$ cat config.mk
export PLATFORM = sky130hd
export DESIGN_NAME = frame_animation_sequencer_core
export DESIGN_NICKNAME = d
export VERILOG_FILES = /design/src/rtl/core/fas_pkg.sv /design/src/rtl/core/frame_animation_sequencer_core.sv
export VERILOG_INCLUDE_DIRS = /design/src /design/src/rtl/core
export SDC_FILE = /design/constraint.sdc
export NUM_CORES = 1
export LEC_CHECK = 0
export BUFFER_PORTS_ARGS = -buffer_cell sky130_fd_sc_hd__buf_2
export CORE_MARGIN = 3
export CORE_UTILIZATION = 40
export CTS_CLUSTER_SIZE = 20
export DETAILED_ROUTE_END_ITERATION = 10
export MAX_ROUTING_LAYER = met4
export SETUP_SLACK_MARGIN = 0.1
export SYNTH_ARGS = -nofsm -noshare
export SYNTH_HDL_FRONTEND = slang
export SYNTH_SLANG_ARGS = --single-unit
$ cat constraint.sdc
create_clock -name i_clk -period 8.05 [get_ports i_clk]
set_clock_uncertainty 0.05 [all_clocks]
set_input_delay 0.805 -clock i_clk [delete_from_list [all_inputs] [get_ports i_clk]]
set_output_delay 0.805 -clock i_clk [all_outputs]
set_load 0.01 [all_outputs]
$ cat src/rtl/core/frame_animation_sequencer_core_assert.svh
// assertion macros for the frame animation sequencer core
`ifndef FRAME_ANIMATION_SEQUENCER_CORE_ASSERT_SVH
`define FRAME_ANIMATION_SEQUENCER_CORE_ASSERT_SVH

// same-cycle implication, checked out of reset
`define FAS_ASSERT_NOW(label, ante, cons) \
    label: assert property (@(posedge i_clk) disable iff (!i_rst_n) (ante) |-> (cons)) \
        else $error("fas: same-cycle check failed");

// next-cycle implication, checked out of reset
`define FAS_ASSERT_NEXT(label, ante, cons) \
    label: assert property (@(posedge i_clk) disable iff (!i_rst_n) (ante) |=> (cons)) \
        else $error("fas: next-cycle check failed");

`endif

$ cat src/rtl/core/fas_pkg.sv
// shared types, constants and frame fold function of the frame animation sequencer
package fas_pkg;

    localparam int MAX_FRAMES = 16;
    localparam int FRAME_W    = 4;
    localparam int CNT_W      = 5;
    localparam int ACC_W      = 32;
    localparam int DELAY_W    = 16;
    localparam int STEP_W     = 16;
    localparam int PASSED_W   = 16;
    localparam int ACTION_W   = 2;
    localparam int PADDR_W    = 4;
    localparam int PDATA_W    = 32;
    localparam int SUM_W      = ACC_W + 2;

    localparam logic [ACC_W-1:0]    ACC_MAX    = {1'b0, {(ACC_W-1){1'b1}}};
    localparam logic [ACC_W-1:0]    ACC_MIN    = {1'b1, {(ACC_W-1){1'b0}}};
    localparam logic [PASSED_W-1:0] PASSED_SAT = {PASSED_W{1'b1}};

    // item opcodes
    typedef enum logic [ACTION_W-1:0] {
        ACT_ADVANCE     = 2'd0,
        ACT_WRITE_DELAY = 2'd1,
        ACT_SET_FRAME   = 2'd2,
        ACT_RESTART     = 2'd3
    } t_action;

    // configuration register indexes (byte address 4*i)
    localparam logic [1:0] REG_LOOP_ENABLE   = 2'd0;
    localparam logic [1:0] REG_PINGPONG_MODE = 2'd1;
    localparam logic [1:0] REG_FRAME_COUNT   = 2'd2;

    typedef struct packed {
        logic [FRAME_W-1:0] frame;
        logic               dir_down;
    } t_fold;

    // bring a stepped frame (range -1 .. MAX_FRAMES) back into range
    function automatic t_fold fold_frame(
        input logic signed [FRAME_W+1:0] f,
        input logic [CNT_W-1:0]          n,
        input logic                      loop_en,
        input logic                      pp,
        input logic                      dir_in
    );
        t_fold             r;
        logic              below;
        logic              above;
        logic              single;
        logic [CNT_W-1:0]  last;
        logic [CNT_W-1:0]  second_last;
        below       = f[FRAME_W+1];
        above       = !below && (f[FRAME_W:0] >= n);
        single      = (n == CNT_W'(1));
        last        = n - CNT_W'(1);
        second_last = n - CNT_W'(2);
        r.frame     = f[FRAME_W-1:0];
        r.dir_down  = dir_in;
        if (!pp) begin
            if (loop_en) begin
                if (below) r.frame = last[FRAME_W-1:0];
                else if (above) r.frame = '0;
            end else begin
                if (above) r.frame = last[FRAME_W-1:0];
                else if (below) r.frame = '0;
            end
        end else begin
            if (loop_en) begin
                if (below) begin
                    r.frame    = single ? '0 : FRAME_W'(1);
                    r.dir_down = 1'b0;
                end else if (above) begin
                    r.frame    = single ? '0 : second_last[FRAME_W-1:0];
                    r.dir_down = 1'b1;
                end
            end else begin
                if (above) begin
                    r.frame    = last[FRAME_W-1:0];
                    r.dir_down = 1'b1;
                end else if (below) begin
                    r.frame = '0;
                end
            end
        end
        return r;
    endfunction

endpackage

$ cat src/rtl/core/frame_animation_sequencer_core.sv
// frame animation sequencer: delay table, frame walk sequencer and config port
`include "frame_animation_sequencer_core_assert.svh"

// One item in, one result out. Write delay, set frame and restart items are
// done in the accept cycle and their result passes through the done state
// into the output register. An advance item first adds its signed step to
// the saturating 32-bit accumulator, then walks one frame per cycle through
// a single shared 34-bit adder that subtracts the delay of the frame at hand
// going forward or adds the delay of the frame stepped to going backward. A
// zero delay ends the walk early, and a one-shot end or a single frame ends
// a forward walk early. A result that finds the output register still full
// waits for it. Input ready is high only while the sequencer is idle; a
// finished result waits in the output register and the next item may be
// accepted while it is not yet taken.
// Delay entries hold no reset value and must be written before use.
module frame_animation_sequencer_core (
    input  logic                            i_clk,
    input  logic                            i_rst_n,
    // input item channel
    input  logic                            i_in_valid,
    output logic                            o_in_ready,
    input  logic [fas_pkg::ACTION_W-1:0]    i_action,
    input  logic signed [fas_pkg::STEP_W-1:0] i_time_step,
    input  logic [fas_pkg::FRAME_W-1:0]     i_frame_index,
    input  logic [fas_pkg::DELAY_W-1:0]     i_delay_value,
    // result channel
    output logic                            o_out_valid,
    input  logic                            i_out_ready,
    output logic [fas_pkg::PASSED_W-1:0]    o_frames_passed,
    output logic [fas_pkg::FRAME_W-1:0]     o_current_frame_out,
    output logic                            o_moving_backward,
    // configuration port
    input  logic                            psel,
    input  logic                            penable,
    input  logic                            pwrite,
    input  logic [fas_pkg::PADDR_W-1:0]     paddr,
    input  logic [fas_pkg::PDATA_W-1:0]     pwdata,
    output logic [fas_pkg::PDATA_W-1:0]     prdata,
    output logic                            pready
);

    typedef enum logic [2:0] {
        S_IDLE,
        S_ADD,
        S_FWD,
        S_BWD,
        S_DONE
    } t_state;

    t_state                               r_state;
    logic [fas_pkg::ACC_W-1:0]            r_acc;
    logic [fas_pkg::FRAME_W-1:0]          r_cur;
    logic                                 r_dir;
    logic [fas_pkg::PASSED_W-1:0]         r_passed;
    logic signed [fas_pkg::STEP_W-1:0]    r_step;
    logic                                 r_out_valid;
    logic [fas_pkg::PASSED_W-1:0]         r_out_passed;
    logic [fas_pkg::FRAME_W-1:0]          r_out_frame;
    logic                                 r_out_dir;
    logic                                 r_loop;
    logic                                 r_pp;
    logic [fas_pkg::CNT_W-1:0]            r_frame_count;
    logic [fas_pkg::DELAY_W-1:0]          r_delay [fas_pkg::MAX_FRAMES];

    logic                                 in_fire;
    logic                                 cfg_wr;
    logic [fas_pkg::CNT_W-1:0]            frames_used;
    logic [fas_pkg::CNT_W-1:0]            last_frame;
    logic                                 step_up;
    logic signed [fas_pkg::FRAME_W+1:0]   moved;
    fas_pkg::t_fold                       folded;
    logic [fas_pkg::DELAY_W-1:0]          d_cur;
    logic [fas_pkg::DELAY_W-1:0]          d_moved;
    logic [fas_pkg::SUM_W-1:0]            op_a;
    logic [fas_pkg::SUM_W-1:0]            op_b;
    logic                                 carry_in;
    logic [fas_pkg::SUM_W-1:0]            sum;
    logic [fas_pkg::ACC_W-1:0]            acc_sat;
    logic                                 fwd_stop;
    logic [fas_pkg::PASSED_W-1:0]         passed_inc;
    logic [fas_pkg::FRAME_W-1:0]          set_frame;
    logic                                 out_free;

    assign in_fire    = i_in_valid && o_in_ready;
    assign o_in_ready = (r_state == S_IDLE);
    assign out_free   = !r_out_valid || i_out_ready;

    // frames in use, clamped to 1 .. MAX_FRAMES
    always_comb begin
        frames_used = r_frame_count;
        if (r_frame_count == '0) begin
            frames_used = fas_pkg::CNT_W'(1);
        end else if (r_frame_count > fas_pkg::CNT_W'(fas_pkg::MAX_FRAMES)) begin
            frames_used = fas_pkg::CNT_W'(fas_pkg::MAX_FRAMES);
        end
    end
    assign last_frame = frames_used - fas_pkg::CNT_W'(1);

    // one frame step and fold; backward walk inverts the ping-pong sense
    assign step_up = (r_state == S_BWD) ? r_dir : !r_dir;
    assign moved   = step_up ? ($signed({2'b00, r_cur}) + 6'sd1)
                             : ($signed({2'b00, r_cur}) - 6'sd1);
    assign folded  = fas_pkg::fold_frame(moved, frames_used, r_loop, r_pp, r_dir);

    // delay lookups: frame at hand and frame after the step
    assign d_cur   = r_delay[r_cur];
    assign d_moved = r_delay[folded.frame];

    // shared adder: step add, delay add (backward) or delay subtract (forward)
    assign op_a = {{2{r_acc[fas_pkg::ACC_W-1]}}, r_acc};
    always_comb begin
        op_b     = '0;
        carry_in = 1'b0;
        case (r_state)
            S_ADD: op_b = {{(fas_pkg::SUM_W-fas_pkg::STEP_W){r_step[fas_pkg::STEP_W-1]}},
                           r_step};
            S_BWD: op_b = {{(fas_pkg::SUM_W-fas_pkg::DELAY_W){1'b0}}, d_moved};
            S_FWD: begin
                op_b     = ~{{(fas_pkg::SUM_W-fas_pkg::DELAY_W){1'b0}}, d_cur};
                carry_in = 1'b1;
            end
            default: op_b = '0;
        endcase
    end
    assign sum = op_a + op_b + {{(fas_pkg::SUM_W-1){1'b0}}, carry_in};

    // saturate the step add to the signed 32-bit range
    always_comb begin
        acc_sat = sum[fas_pkg::ACC_W-1:0];
        if (sum[fas_pkg::ACC_W] != sum[fas_pkg::ACC_W-1]) begin
            acc_sat = sum[fas_pkg::SUM_W-1] ? fas_pkg::ACC_MIN : fas_pkg::ACC_MAX;
        end
    end

    // forward walk ends: delay not reached, single frame or one-shot end
    assign fwd_stop = sum[fas_pkg::SUM_W-1]
                   || (frames_used == fas_pkg::CNT_W'(1))
                   || (!r_loop && !r_pp && ({1'b0, r_cur} == last_frame))
                   || (!r_loop && r_pp && r_dir && (r_cur == '0));

    assign passed_inc = (r_passed == fas_pkg::PASSED_SAT) ? r_passed
                                                          : r_passed + 1'b1;

    // set frame saturates to the last frame in use
    assign set_frame = ({1'b0, i_frame_index} >= frames_used)
                     ? last_frame[fas_pkg::FRAME_W-1:0] : i_frame_index;

    // sequencer, walk state and result register
    always_ff @(posedge i_clk) begin
        if (!i_rst_n) begin
            r_state     <= S_IDLE;
            r_acc       <= '0;
            r_cur       <= '0;
            r_dir       <= 1'b0;
            r_passed    <= '0;
            r_step      <= '0;
            r_out_valid <= 1'b0;
        end else begin
            // result taken and no new one landing this cycle
            if (r_out_valid && i_out_ready && (r_state != S_DONE)) begin
                r_out_valid <= 1'b0;
            end
            unique case (r_state)
                S_IDLE: begin
                    if (in_fire) begin
                        r_passed <= '0;
                        r_step   <= i_time_step;
                        unique case (fas_pkg::t_action'(i_action))
                            fas_pkg::ACT_ADVANCE: r_state <= S_ADD;
                            fas_pkg::ACT_WRITE_DELAY: r_state <= S_DONE;
                            fas_pkg::ACT_SET_FRAME: begin
                                r_cur   <= set_frame;
                                r_state <= S_DONE;
                            end
                            fas_pkg::ACT_RESTART: begin
                                r_cur   <= '0;
                                r_acc   <= '0;
                                r_dir   <= 1'b0;
                                r_state <= S_DONE;
                            end
                            default: r_state <= S_DONE;
                        endcase
                    end
                end
                S_ADD: begin
                    r_acc   <= acc_sat;
                    r_state <= r_step[fas_pkg::STEP_W-1] ? S_BWD : S_FWD;
                end
                S_BWD: begin
                    if (!r_acc[fas_pkg::ACC_W-1]) begin
                        r_state <= S_DONE;
                    end else begin
                        r_passed <= passed_inc;
                        r_cur    <= folded.frame;
                        r_dir    <= folded.dir_down;
                        r_acc    <= sum[fas_pkg::ACC_W-1:0];
                        if (d_moved == '0) r_state <= S_DONE;
                    end
                end
                S_FWD: begin
                    if (fwd_stop || (d_cur == '0)) begin
                        r_state <= S_DONE;
                    end else begin
                        r_acc    <= sum[fas_pkg::ACC_W-1:0];
                        r_passed <= passed_inc;
                        r_cur    <= folded.frame;
                        r_dir    <= folded.dir_down;
                    end
                end
                S_DONE: begin
                    if (out_free) begin
                        r_out_valid  <= 1'b1;
                        r_out_passed <= r_passed;
                        r_out_frame  <= r_cur;
                        r_out_dir    <= r_dir;
                        r_state      <= S_IDLE;
                    end
                end
                default: r_state <= S_IDLE;
            endcase
        end
    end

    // delay table, written by write delay items
    always_ff @(posedge i_clk) begin
        if (in_fire && (fas_pkg::t_action'(i_action) == fas_pkg::ACT_WRITE_DELAY)) begin
            r_delay[i_frame_index] <= i_delay_value;
        end
    end

    // configuration registers
    assign cfg_wr = psel && penable && pwrite && pready;
    always_ff @(posedge i_clk) begin
        if (!i_rst_n) begin
            r_loop        <= 1'b1;
            r_pp          <= 1'b0;
            r_frame_count <= fas_pkg::CNT_W'(1);
        end else if (cfg_wr) begin
            unique case (paddr[3:2])
                fas_pkg::REG_LOOP_ENABLE:   r_loop        <= pwdata[0];
                fas_pkg::REG_PINGPONG_MODE: r_pp          <= pwdata[0];
                fas_pkg::REG_FRAME_COUNT:   r_frame_count <= pwdata[fas_pkg::CNT_W-1:0];
                default: ;
            endcase
        end
    end

    // register read back
    always_comb begin
        unique case (paddr[3:2])
            fas_pkg::REG_LOOP_ENABLE:
                prdata = {{(fas_pkg::PDATA_W-1){1'b0}}, r_loop};
            fas_pkg::REG_PINGPONG_MODE:
                prdata = {{(fas_pkg::PDATA_W-1){1'b0}}, r_pp};
            fas_pkg::REG_FRAME_COUNT:
                prdata = {{(fas_pkg::PDATA_W-fas_pkg::CNT_W){1'b0}}, r_frame_count};
            default: prdata = '0;
        endcase
    end
    assign pready = 1'b1;

    assign o_out_valid         = r_out_valid;
    assign o_frames_passed     = r_out_passed;
    assign o_current_frame_out = r_out_frame;
    assign o_moving_backward   = r_out_dir;

    // non-advance items go straight to the result stage
    `FAS_ASSERT_NEXT(a_nonadv_done, in_fire && (i_action != fas_pkg::ACT_ADVANCE), r_state == S_DONE)
    // a saturated frame count stays saturated through the walk
    `FAS_ASSERT_NEXT(a_passed_sat, ((r_state == S_FWD) || (r_state == S_BWD)) && (r_passed == fas_pkg::PASSED_SAT), r_passed == fas_pkg::PASSED_SAT)
    // a finished item lands in the output register once it is free
    `FAS_ASSERT_NEXT(a_done_out, (r_state == S_DONE) && out_free, r_out_valid && (r_state == S_IDLE))

endmodule

[Word level (Yosys, flattened, before mapping)]
Memories as Yosys holds them, arrays and structs flattened. A register that Yosys moved wholly into a read port is not among the register bits.
Index checks and enable logic that the tools add are counted.
Word-level totals
  register bits after elaboration: 101
  bits in writable memories: 256
  input port bits: 81
  memories: 1
Operators by class
  add/sub/neg operators: 7
  $lt $le $gt $ge: 3
  eq/ne operators: 22
  mux-type cells: 58
  bitwise gates (word level): 1
  reductions and logical operators: 43
Memories
  r_delay: words 16, width 16, rd ports 2, clocked after Yosys merged registers in 1, write ports 1, RTL line frame_animation_sequencer_core.sv:63  | logic [fas_pkg::DELAY_W-1:0] r_delay [fas_pkg::MAX_FRAMES];
Operators by type and width (number)
  $mux 32: 6
  $pmux 32 s4: 1
  $pmux 34 s3: 1
  $mux 16: 4
  $mux 4: 13
  $pmux 16 s3: 1
  $add 34x1->34: 1
  $add 34x34->34: 1
  $not 16->34: 1
  $logic_not 16->1: 2
  $mux 5: 5
  $add 16x1->16 const B: 1
  $eq 16x16->1 const B: 1
  $mux 1: 15
  $mux 3: 5
  $pmux 3 s5: 1
  $pmux 5 s3: 1
  $reduce_and 5->1: 3
  $logic_and 1x1->1: 12
  $pmux 4 s3: 1
  $reduce_and 4->1: 3
  $ne 2x2->1 const B: 4
  $pmux 4 s2: 1
  $reduce_and 2->1: 4
  other kinds (32): 46

[Depth between registers and ports, before layout]
An unclocked memory read counts as a cell.
  depth after elaboration: 21
  depth in mapped cells: 38
  mapped depth without buffers: 35

[Least setup slack after synthesis]
No wires, ideal clock.
  kind: register to register
  start point: register r_cur[0] in the netlist's numbering
  end point: register r_passed[12] in the netlist's numbering
  library setup time: 0.128 ns
  arrival time: 7.182 ns
  path slack: 0.690 ns
  stages on the path, launching flop included: 36
  buffers on the path: 5
  clock period less this slack: 7.360 ns
  cells stage by stage: dfxtp_1 -> inv_1 -> ha_1 -> nor4b_1 -> mux2_2 -> a41o_1 -> ha_1 -> nand2_1 -> o21ai_1 -> mux2_2 -> a22o_1 -> buf_2 -> buf_6 -> buf_6 -> mux2i_1 -> a221oi_1 -> mux2_2 -> mux2i_1 -> o22a_1 -> nor2_1 -> ha_1 -> a21o_1 -> a21o_1 -> a2111oi_4 -> nor3_1 -> a2111oi_4 -> a21oi_2 -> a21o_1 -> o211a_2 -> a221oi_4 -> or3_1 -> buf_4 -> buf_6 -> nor3_1 -> xnor2_1 -> nor2_1
On the way
  cells in the longest elaborated chain, start to end: 18
  elaborated cells on any way between the ends: 29
RTL lines
  start: declaration: RTL line frame_animation_sequencer_core.sv:52  | logic [fas_pkg::FRAME_W-1:0] r_cur;
  start signal: assignment: RTL line frame_animation_sequencer_core.sv:172  | r_cur <= set_frame;
  start signal: assignment: RTL line frame_animation_sequencer_core.sv:194  | r_cur <= folded.frame;
  start signal: assignment: RTL line frame_animation_sequencer_core.sv:206  | r_cur <= folded.frame;
  $sub 4x1->5 / $add 4x1->5 (equally long branches): RTL line frame_animation_sequencer_core.sv:102, frame_animation_sequencer_core.sv:101
  $mux 6: RTL line frame_animation_sequencer_core.sv:101  | assign moved = step_up ? ($signed({2'b00, r_cur}) + 6'sd1)
  $ge 5x5->1 / $logic_not 1->1 (equally long branches): RTL line fas_pkg.sv:53  | above = !below && (f[FRAME_W:0] >= n);
  $logic_and 1x1->1: RTL line fas_pkg.sv:53
  $mux 4 / $mux 5 (equally long branches): RTL line fas_pkg.sv:62, fas_pkg.sv:72
  $mux 4 / $mux 5 (equally long branches): RTL line fas_pkg.sv:61, fas_pkg.sv:69
  $mux 4 / $mux 5 (equally long branches): RTL line fas_pkg.sv:60, fas_pkg.sv:68
  $mux 4: RTL line fas_pkg.sv:59  | if (!pp) begin
  [2 not listed]
  $add 34x34->34: RTL line frame_animation_sequencer_core.sv:125  | assign sum = op_a + op_b + {{(fas_pkg::SUM_W-1){1'b0}}, carry_in};
  $add 34x1->34: RTL line frame_animation_sequencer_core.sv:125
  $logic_or 1x1->1: RTL line frame_animation_sequencer_core.sv:137  | || (frames_used == fas_pkg::CNT_W'(1))
  $logic_or 1x1->1: RTL line frame_animation_sequencer_core.sv:138  | || (!r_loop && !r_pp && ({1'b0, r_cur} == last_frame))
  $logic_or 1x1->1 *: RTL line frame_animation_sequencer_core.sv:139  | || (!r_loop && r_pp && r_dir && (r_cur == '0));
  $logic_or 1x1->1 *: RTL line frame_animation_sequencer_core.sv:201  | if (fwd_stop || (d_cur == '0)) begin
  $ne 2x2->1 (no line) *
  $reduce_and 4->1 (no line) *
  end signal: assignment: RTL line frame_animation_sequencer_core.sv:193  | r_passed <= passed_inc;
  end signal: assignment: RTL line frame_animation_sequencer_core.sv:205  | r_passed <= passed_inc;
  end: declaration: RTL line frame_animation_sequencer_core.sv:54  | logic [fas_pkg::PASSED_W-1:0] r_passed;
Every way passes the cells marked *; elsewhere a longest branch is shown, timed or not.
A chain may end at the register's enable or synchronous reset.

[Worst setup path after layout]
  start point: register r_state[2]
  end point: register r_passed[10] in the netlist's numbering
On the way
  cells in the longest elaborated chain, start to end: 19
  elaborated cells on any way between the ends: 34
RTL lines
  start: declaration: RTL line frame_animation_sequencer_core.sv:50  | t_state r_state;
  start signal: assignment: RTL line frame_animation_sequencer_core.sv:187  | r_state <= r_step[fas_pkg::STEP_W-1] ? S_BWD : S_FWD;
  $eq 3x2->1: RTL line frame_animation_sequencer_core.sv:100, frame_animation_sequencer_core.sv:114, frame_animation_sequencer_core.sv:163
  $mux 1: RTL line frame_animation_sequencer_core.sv:100  | assign step_up = (r_state == S_BWD) ? r_dir : !r_dir;
  $mux 6: RTL line frame_animation_sequencer_core.sv:101
  $ge 5x5->1 / $logic_not 1->1 (equally long branches): RTL line fas_pkg.sv:53
  $logic_and 1x1->1: RTL line fas_pkg.sv:53
  $mux 4 / $mux 5 (equally long branches): RTL line fas_pkg.sv:62, fas_pkg.sv:72
  $mux 4 / $mux 5 (equally long branches): RTL line fas_pkg.sv:61, fas_pkg.sv:69
  $mux 4 / $mux 5 (equally long branches): RTL line fas_pkg.sv:60, fas_pkg.sv:68
  [3 not listed]
  $add 34x34->34: RTL line frame_animation_sequencer_core.sv:125
  $add 34x1->34: RTL line frame_animation_sequencer_core.sv:125
  $logic_or 1x1->1: RTL line frame_animation_sequencer_core.sv:137
  $logic_or 1x1->1: RTL line frame_animation_sequencer_core.sv:138
  $logic_or 1x1->1: RTL line frame_animation_sequencer_core.sv:139
  $logic_or 1x1->1: RTL line frame_animation_sequencer_core.sv:201
  $ne 2x2->1 (no line)
  $reduce_and 4->1 (no line)
Parallel ways exist; a longest one is shown, timed or not.

==> results.sh <==
export IMPL_avgSynthCellArea_um2=12.0
export IMPL_dr_pass1_iters=5
export IMPL_slew_viol_final=0
export IMPL_post_drt_wl_per_cell_um=22.2
export IMPL_fin_crit_sh=0.929
export IMPL_dominantRegCellSynth="edfxtp_1"
export IMPL_dp_hpwl_um=34800
export IMPL_dieArea_mm2=0.0513
export IMPL_leakage_nw=8.11
export IMPL_power_density_mw_per_mm2=226
export IMPL_synth_cell_types=81
export IMPL_route_detailed_drc=0
export IMPL_cp_max_fo=13
export IMPL_grt_max_degree=46
export IMPL_status="finished clean"
export IMPL_setup_viol=0
export IMPL_antenna_found_initial=2
export IMPL_wl_met1_um=22800
export IMPL_grt_pass1_wl_um=80800
export IMPL_postRouteAntennaNets=0
export IMPL_synthTopCellsByCount="edfxtp_1, nand2_1, nor2_1"
export IMPL_critPathMaxStageDelay_ns=0.39
export IMPL_postSynthCellCount=1623
export IMPL_fin_nets=1890
export IMPL_gp_congestion=0.828
export IMPL_row_count=80
export IMPL_ff_latch_area_mm2=0.0100
export IMPL_cp_top_family="compound AO/OA/AOI/OAI gates"
export IMPL_area_delta_synth_final_pct=15.9
export IMPL_viasPerCell=5.69
export IMPL_synth_adder_area_share=0.0342
export IMPL_power_total_mw=5.08
export IMPL_hold_slack_ns=0.413
export IMPL_synthArstFlopShare=0
export IMPL_synth_area_leaders="edfxtp_1, mux4_2, dfxtp_1"
export IMPL_timing_worst_slew_pin_value_ns=0.997
export IMPL_io_pins=137
export IMPL_period_needed_ns=7.48
export IMPL_wl_met2_um=25000
export IMPL_slew_headroom=0.336
export IMPL_setup_tns_final_ns=0
export IMPL_yosys_cell_count_top_type="edfxtp_1"
export IMPL_arrival_ns=7.86
export IMPL_vdd_ir_drop_max_uv=141
export IMPL_drive_gt1_frac=0.223
export IMPL_vias=13700
export IMPL_clockRootBuffer="clkbuf_16"
export IMPL_synth_top_area_cell="edfxtp_1"
export IMPL_cts_tree="built"
export IMPL_maxCapViolations=0
export IMPL_clk_latency_ns=0.57
export IMPL_syn_area_mm2=0.0194
export IMPL_start_kind="flop"
export IMPL_grt_setup_unrepaired="false"
export IMPL_ctsHoldBuffers=0
export IMPL_ys_seq_area_frac=0.514
export IMPL_synth_ff_latch_count=361
export IMPL_synth_top_area_share=0.428
export IMPL_synthMuxAreaShare=0.162
export IMPL_grt_pass1_vias=13500
export IMPL_multiInputGateArea_mm2=0.00900
export IMPL_finalWirelength_um=53400
export IMPL_clkTransAtPathRegs_ns=0.06
export IMPL_numCtsBuffers=41
export IMPL_synth_top_family_by_area="multiplexers"
export IMPL_synth_compound_area_frac=0.115
export IMPL_nFillCells=4237
export IMPL_cts_sinks=361
export IMPL_top_layer_used="met4"
export IMPL_wl_met3_um=4220
export IMPL_overflow=0
export IMPL_synth_edff_count=277
export IMPL_path_class="flop to flop"
export IMPL_die_w_um=226
export IMPL_die_h_um=226
export IMPL_yosysWarnings=0
export IMPL_crit_path_frequent_cell="buf_4"
export IMPL_synthXorXnorAreaFrac=0.0211
export IMPL_initial_core_util=0.406
export IMPL_track_usage=0.214
export IMPL_worst_path_buf_inv=5
export IMPL_synthSimpleGateAreaFrac=0.114
export IMPL_final_hold_viol_count=0
export IMPL_core_area_mm2=0.0478
export IMPL_end_kind="flop"
export IMPL_slowest_stage="o32a_1"
export IMPL_port_buffers=79
export IMPL_cts_buffer_depth=3
export IMPL_max_freq_mhz=134
export IMPL_h_tree_depth=2
export IMPL_hp_class="flop to flop"
export IMPL_crit_required_ns=8.43
export IMPL_drt_iter0_markers=1354
## final timing paths
kind                            startpoint      endpoint  slack (ns)  cells past startpoint
worst max register to register  r_state[2]  r_passed[10]        0.57                     34
worst min-delay path             r_acc[10]     r_acc[10]        0.41                      2
worst max-delay path            r_state[2]  r_passed[10]        0.57                     34
worst min register to register   r_acc[10]     r_acc[10]        0.41                      2
## layout make-up
cell class / instances / area share
Sequential cell: 361 / 0.444
Timing Repair Buffer: 175 / 0.0554
Inverter: 37 / 0.00616
Tap cell: 615 / 0.0341
Clock buffer: 55 / 0.0497
Clock inverter: 19 / 0.0112
Multi-Input combinational cell: 1141 / 0.399
Antenna cell: 2 / 0.000222
## sequential cells by signal, indices dropped and copies added, names as in the netlist, named ones only
signal               count
o_current_frame_out      4
o_frames_passed         16
o_moving_backward        1
o_out_valid              1
r_acc                   32
r_cur                    4
r_delay                256
r_dir                    1
r_frame_count            5
r_loop                   1
r_passed                16
r_pp                     1
r_state                  3
r_step                  16
## layer usage
metal / vias up / global-route usage
met3: 87 / 0.0430
met2: 504 / 0.338
met5: - / -
met4: 0 / 0.0640
li1: 6386 / -
met1: 6709 / 0.280
## cells in the final DEF, fill, tap and decap left out, types with 17 or more instances in the layout
master / n
a21boi_0: 17
a21o_1: 28
a21oi_1: 69
a22oi_1: 34
buf_2: 79
buf_4: 85
clkbuf_16: 43
conb_1: 28
dfxtp_1: 80
edfxtp_1: 277
ha_1: 48
inv_1: 35
mux2i_1: 117
mux4_2: 80
nand2_1: 191
nand3_1: 25
nor2_1: 113
o21ai_0: 54
o22ai_1: 17
xnor2_1: 30
## worst register-to-register path: cells and delay by family, from the launching register on
family,cells,cell delay [ns]
and+or+nand+nor,6,0.84
adders and majority gates,2,0.61
buffers and inverters,5,0.81
DFF,1,0.34
muxes,4,0.89
AOI/OAI and AO/OA,14,3.23
xor gates and xnor gates,3,0.57
## power by group
part	internal (mW)	total [mW]	switching, mW	leakage [nW]
logic	0.488	1.11	0.619	4.26
clock network	1.14	1.91	0.763	0.668
registers	2.03	2.07	0.0402	3.18
## metrics by stage
stage	setup slack, ns	utilization	area, um^2	cells
after floorplan	0.690	-	19500	1649
after global placement	0.155	0.437	20900	2317
after detailed placement	0.0783	0.437	20900	2317
after CTS	0.105	0.466	22300	2391
after global routing	0.0908	0.471	22500	2405
final	0.571	0.471	22500	2405
## what timing repair did
item	CTS	global route
endpoints found under the hold margin	0	0
pin swaps	0	10
endpoints found under the setup margin	38	60
gates resized for setup	2	32
setup buffers	0	11
gates cloned	0	1
## logic make-up (layout without fill, tap and decap cells)
family,count (synthesis),count (layout)
compound gates,327,327
fa+ha+maj,52,52
mux,213,213
simple gates,475,475
buf+inv,147,286
flops,361,361
xor+xnor,46,46
other cells,2,30
Note: power is estimated with default switching activity, not from simulation.
